$ cat config.mk
export PLATFORM = sky130hd
export DESIGN_NAME = wsd_ctrl
export DESIGN_NICKNAME = d
export VERILOG_FILES = /design/src/rtl/core/wsd_pkg.sv /design/src/rtl/core/wsd_ctrl.sv
export SDC_FILE = /design/constraint.sdc
export NUM_CORES = 1
export LEC_CHECK = 0
export BUFFER_PORTS_ARGS = -buffer_cell sky130_fd_sc_hd__buf_2
export CELL_PAD_IN_SITES_DETAIL_PLACEMENT = 1
export CELL_PAD_IN_SITES_GLOBAL_PLACEMENT = 2
export CORE_UTILIZATION = 36
export DETAILED_ROUTE_END_ITERATION = 10
export HOLD_SLACK_MARGIN = 0.15
export PLACE_DENSITY = 0.92
export SKIP_LAST_GASP = 1
export SLEW_MARGIN = 20
export SYNTH_ARGS = -nofsm -noshare
export SYNTH_HDL_FRONTEND = slang
export SYNTH_SLANG_ARGS = --single-unit
$ cat constraint.sdc
create_clock -name clk -period 3.4 [get_ports clk]
set_input_delay 0.34 -clock clk [delete_from_list [all_inputs] [get_ports clk]]
set_output_delay 0.34 -clock clk [all_outputs]
set_load 0.02 [all_outputs]
$ cat src/rtl/core/wsd_pkg.sv
// Shared types and sizing constants for the work-stealing deque core.
package wsd_pkg;

  localparam int unsigned QUEUE_DEPTH = 256;
  localparam int unsigned PTR_SPAN    = 2 * QUEUE_DEPTH;
  localparam int unsigned SLOT_W      = $clog2(QUEUE_DEPTH);
  localparam int unsigned PTR_W       = $clog2(PTR_SPAN);
  localparam int unsigned TASK_W      = 32;
  localparam int unsigned CMD_W       = 2;
  localparam int unsigned STATUS_W    = 2;
  localparam int unsigned IN_DATA_W   = 8 * ((CMD_W + TASK_W + 7) / 8);
  localparam int unsigned OUT_DATA_W  = 8 * ((TASK_W + STATUS_W + 7) / 8);

  typedef enum logic [CMD_W-1:0] {
    CMD_PUSH  = 2'd0,
    CMD_POP   = 2'd1,
    CMD_STEAL = 2'd2,
    CMD_NOP   = 2'd3
  } cmd_t;

  typedef enum logic [STATUS_W-1:0] {
    ST_DONE  = 2'd0,
    ST_EMPTY = 2'd1,
    ST_FULL  = 2'd2
  } status_t;

  // Slot memory request plus the status decided at accept time.
  typedef struct packed {
    logic              we;
    logic              re;
    logic [SLOT_W-1:0] addr;
    status_t           status;
  } slot_req_t;

endpackage

$ cat src/rtl/core/wsd_ctrl.sv
// Top/bottom pointer registers and per-command slot access decode.
module wsd_ctrl (
  input  logic              clk,
  input  logic              rst,
  input  logic              accept,
  input  wsd_pkg::cmd_t     cmd,
  output wsd_pkg::slot_req_t req
);

  localparam logic [wsd_pkg::PTR_W-1:0] DEPTH_P =
    wsd_pkg::PTR_W'(wsd_pkg::QUEUE_DEPTH);
  localparam logic [wsd_pkg::PTR_W-1:0] SPAN_M1 =
    wsd_pkg::PTR_W'(wsd_pkg::PTR_SPAN - 1);
  localparam logic [wsd_pkg::PTR_W:0]   SPAN_X =
    (wsd_pkg::PTR_W + 1)'(wsd_pkg::PTR_SPAN);
  localparam logic [wsd_pkg::PTR_W:0]   DEPTH_X =
    (wsd_pkg::PTR_W + 1)'(wsd_pkg::QUEUE_DEPTH);

  logic [wsd_pkg::PTR_W-1:0] top_index, top_index_next;
  logic [wsd_pkg::PTR_W-1:0] bottom_index, bottom_index_next;
  logic [wsd_pkg::PTR_W:0]   diff;
  logic [wsd_pkg::PTR_W:0]   count;
  logic                      is_empty, is_full, is_one;
  logic [wsd_pkg::PTR_W-1:0] bottom_dec, top_inc, bottom_inc;

  function automatic logic [wsd_pkg::PTR_W-1:0] ptr_inc(
    input logic [wsd_pkg::PTR_W-1:0] p
  );
    return (p == SPAN_M1) ? '0 : p + 1'b1;
  endfunction

  function automatic logic [wsd_pkg::PTR_W-1:0] ptr_dec(
    input logic [wsd_pkg::PTR_W-1:0] p
  );
    return (p == '0) ? SPAN_M1 : p - 1'b1;
  endfunction

  function automatic logic [wsd_pkg::SLOT_W-1:0] slot_of(
    input logic [wsd_pkg::PTR_W-1:0] p
  );
    logic [wsd_pkg::PTR_W-1:0] s;
    s = (p >= DEPTH_P) ? p - DEPTH_P : p;
    return s[wsd_pkg::SLOT_W-1:0];
  endfunction

  // occupancy = (bottom - top) mod span
  assign diff     = {1'b0, bottom_index} - {1'b0, top_index};
  assign count    = diff[wsd_pkg::PTR_W] ? diff + SPAN_X : diff;
  assign is_empty = (count == '0);
  assign is_one   = (count == (wsd_pkg::PTR_W + 1)'(1));
  assign is_full  = (count >= DEPTH_X);

  assign bottom_dec = ptr_dec(bottom_index);
  assign bottom_inc = ptr_inc(bottom_index);
  assign top_inc    = ptr_inc(top_index);

  always_comb begin
    req               = '0;
    req.status        = wsd_pkg::ST_DONE;
    top_index_next    = top_index;
    bottom_index_next = bottom_index;
    case (cmd)
      wsd_pkg::CMD_PUSH: begin
        if (is_full) begin
          req.status = wsd_pkg::ST_FULL;
        end else begin
          req.we            = 1'b1;
          req.addr          = slot_of(bottom_index);
          bottom_index_next = bottom_inc;
        end
      end
      wsd_pkg::CMD_POP: begin
        if (is_empty) begin
          req.status = wsd_pkg::ST_EMPTY;
        end else begin
          req.re   = 1'b1;
          req.addr = slot_of(bottom_dec);
          // last task: top catches up, bottom stays
          if (is_one) begin
            top_index_next = bottom_index;
          end else begin
            bottom_index_next = bottom_dec;
          end
        end
      end
      wsd_pkg::CMD_STEAL: begin
        if (is_empty) begin
          req.status = wsd_pkg::ST_EMPTY;
        end else begin
          req.re         = 1'b1;
          req.addr       = slot_of(top_index);
          top_index_next = top_inc;
        end
      end
      default: begin
        req.status = wsd_pkg::ST_DONE;
      end
    endcase
  end

  always_ff @(posedge clk) begin
    if (rst) begin
      top_index    <= '0;
      bottom_index <= '0;
    end else if (accept) begin
      top_index    <= top_index_next;
      bottom_index <= bottom_index_next;
    end
  end

endmodule

==> reports/metrics.yaml <==
global_routing:
  grt_usage_pct: 25.83
  grt_overflow: 0
  antenna_found_initial: 0
  first_global_vias: 2415
  grt_max_degree: 20
  grt_pass1_wl_um: 12820
clock_network:
  path_clk_slew_ps: 80
  cts_sinks: 18
  ctsHoldBuffers: 0
  clock_path_buffers: 2
  cts_tree: "built"
  cts-root-buf: "clkbuf_8"
  h-tree-depth: 1
  cts_buffers: 3
  clkLatencyLatePin_ps: 270
sta:
  tightest_slew_ps: 601.9
  period_share_pct: 100.8
  finalSetupTns_ps: -35.36
  timing.fmax_mhz: 291.7
  fin_ws_ps: -28.77
  setup_viol: 3
  rsz0062_at_grt: "true"
  post-route-min-period_ps: 3429
  hold_viol: 0
  report.final.slew_viol_count: 0
  slew_headroom_pct: 59.50
  fin_skew_ps: 7.758
critical_path:
  worstPathRequired_ps: 3060
  slowest_stage: "or4_4"
  rrSetupSlack_ps: 0
  rr_worst_depth: 15
  crit_type: "reg2out"
  crit_path_end_kind: "output pin"
  reg2reg_from: "bottom_index[0]"
  critPathMaxStageDelay_ps: 600
  cp_cell_sequence: "inv_2, ha_4, fa_2, or2b_1, a21oi_2, mux2i_2, nand3_2, or4_4, a22oi_2, nor2_1, buf_4"
  crit_arrival_ps: 3090
  path_max_fanout: 8
  start_kind: "register"
  reg2reg_to: "top_index[4]"
power_and_ir_drop:
  leakage_nw: 1.046
  p_per_area_mw_per_mm2: 419.1
  peakVddDrop_uv: 202.1
  finalPower_mw: 1.119
synthesis:
  ys_ff_latch: 18
  yosysWarningCount: 0
  synth-async-reset-ratio_pct: 0
  syn_inst: 295
  ys.flop_type: "dfxtp_1"
  ys_seq_area_share_pct: 16.33
  synth-edff-count: 0
  synth_top_area_share_pct: 16.33
  synth.avg_cell_area_um2: 7.482
  synthTopCellsByArea: "dfxtp_1 (16%), ha_1 (9.6%), o21ai_0 (5.2%)"
  syn_nets: 318
  synth.distinct_cells: 63
  synth_largest_area_cell: "dfxtp_1"
  syn_area_mm2: 0.002207
floorplan:
  core-area_mm2: 0.005921
  rows: 28
  start_util_pct: 37.28
  die_h_um: 80.30
  pin_count: 17
  die_w_um: 80.30
  die-area_mm2: 0.006448
final_layout:
  fillers: 737
  antenna_cells: 0
  final_layout_size_suffix_gt1_share_pct: 26.09
  fin_util_pct: 45.08
  final_cell_mix: "buf_4 (33), nor2_1 (30), inv_1 (23), o21ai_0 (23), ha_1 (15)"
  area_growth_pct: 20.92
  stdcell_area_mm2: 0.002669
  final_common_cell: "buf_4"
  fin_nets: 346
detailed_routing:
  dr.first_iter.drc_count: 202
  vias: 2523
  wl_per_cell_um: 20.49
  vias_per_cell: 6.355
  first_pass_iters: 5
  wirelength_um: 8135
  ant_nets: 0
  drc: 0
job:
  drv_cap: 0
placement:
  port_buffers: 16
  placed_area_mm2: 0.002431
  dpl.hpwl_um: 5996
  place_congestion: 0.9202
hold_path:
  hold_path_depth: 3
  worst_hold_path.endpoint: "bottom_index[8]"
  min-delay-start: "accept"
  hp-class: "in2reg"
run_status:
  status: "finished with violations"
  violations: "setup timing"
flip-flops by register name, indices dropped and copies added (netlist names):
signal        cells
top_index         9
bottom_index      9
cells in the mapped netlist, drive strengths merged (3+ instances only):
cell	number
nor2	30
inv	24
o21ai	23
dfxtp	18
ha	17
clkbuf	15
a21oi	14
nand2	13
a22oi	10
nor3	9
o22ai	8
o31ai	8
o311ai	7
xnor2	7
buf	6
nor4	6
nand3	5
or4	5
a211oi	4
and3	4
mux2i	4
nor2b	4
nor4b	4
or2	4
nor3b	3
o21a	3
o41ai	3
repair_timing:
action	CTS	global route
endpoints found under the hold margin	0	0
pin swaps	4	15
setup endpoints to repair	7	18
resized for setup	10	27
setup buffers	4	3
gates cloned	0	0
cell families (layout without fill, tap and decap cells):
logic type,after synthesis,in the layout,synth area share [%]
AO/OA/AOI/OAI,101,101,33.39
XOR/XNOR,9,9,4.762
adder cells (fa/ha/maj),18,18,10.54
buffers and inverters,45,72,8.957
flip-flops,18,18,16.33
multiplexers,5,5,2.324
AND/OR/NAND/NOR,99,99,23.70
metal layers:
| metal | part of all wire [%] | routed length (µm) | vias to the layer above | track usage, % |
|---|---|---|---|---|
| met4 | 2.4 | 192 | 0 | 8.393 |
| li1 | - | - | 1158 | - |
| met1 | 45 | 3653 | 1243 | 35.33 |
| met3 | 5.6 | 459 | 16 | 2.955 |
| met5 | 0 | 0 | - | 0 |
| met2 | 47 | 3829 | 106 | 41.88 |
metrics by stage:
step | setup WS [ps] | hold WS, ps | std cells
after detailed placement | 70.15 | 510.8 | 386
final | -28.77 | 495.3 | 397
after floorplan | 63.28 | 482.1 | 295
after global placement | 157.4 | 499.6 | 386
after CTS | 6.524 | 487.5 | 394
after global routing | -123.2 | 491.2 | 397
power by group:
group / total [mW] / internal [mW] / switching [mW]
logic: 0.689 / 0.294 / 0.394
clock network: 0.192 / 0.103 / 0.0886
registers: 0.238 / 0.224 / 0.0139
worst max path at each step:
| stage | depth (start not counted) | slack, ps | end | from |
|---|---|---|---|---|
| final | 11 | -30 | req[7] | bottom_index[0] |
| after global routing | 11 | -120 | req[7] | bottom_index[0] |
| after CTS | 11 | 7 | req[8] | bottom_index[0] |
| after detailed placement | 10 | 70 | req[7] | top_index[0] |
| after global placement | 11 | 160 | req[7] | bottom_index[0] |
| after floorplan | 10 | 60 | req[0] | bottom_index[0] |
critical path, delay by kind of cell (launching register included):
family / cells / cell delay [ps]
buffers and inverters: 2 / 220
adders and majority gates: 2 / 520
and+or+nand+nor: 4 / 1050
muxes: 1 / 280
AOI/OAI and AO/OA: 2 / 400
DFF: 1 / 340
area by class of cell:
class                   count  area, µm²  area share [%]
flip-flops and latches     18      365.4           13.69
multi-input cells         232       1755           65.78
well taps                  75      93.84           3.516
inverters                  24      90.09           3.376
repair buffers             44      309.0           11.58
clock buffers               4      55.05           2.063
No activity file was read; power rests on OpenSTA's default activity.
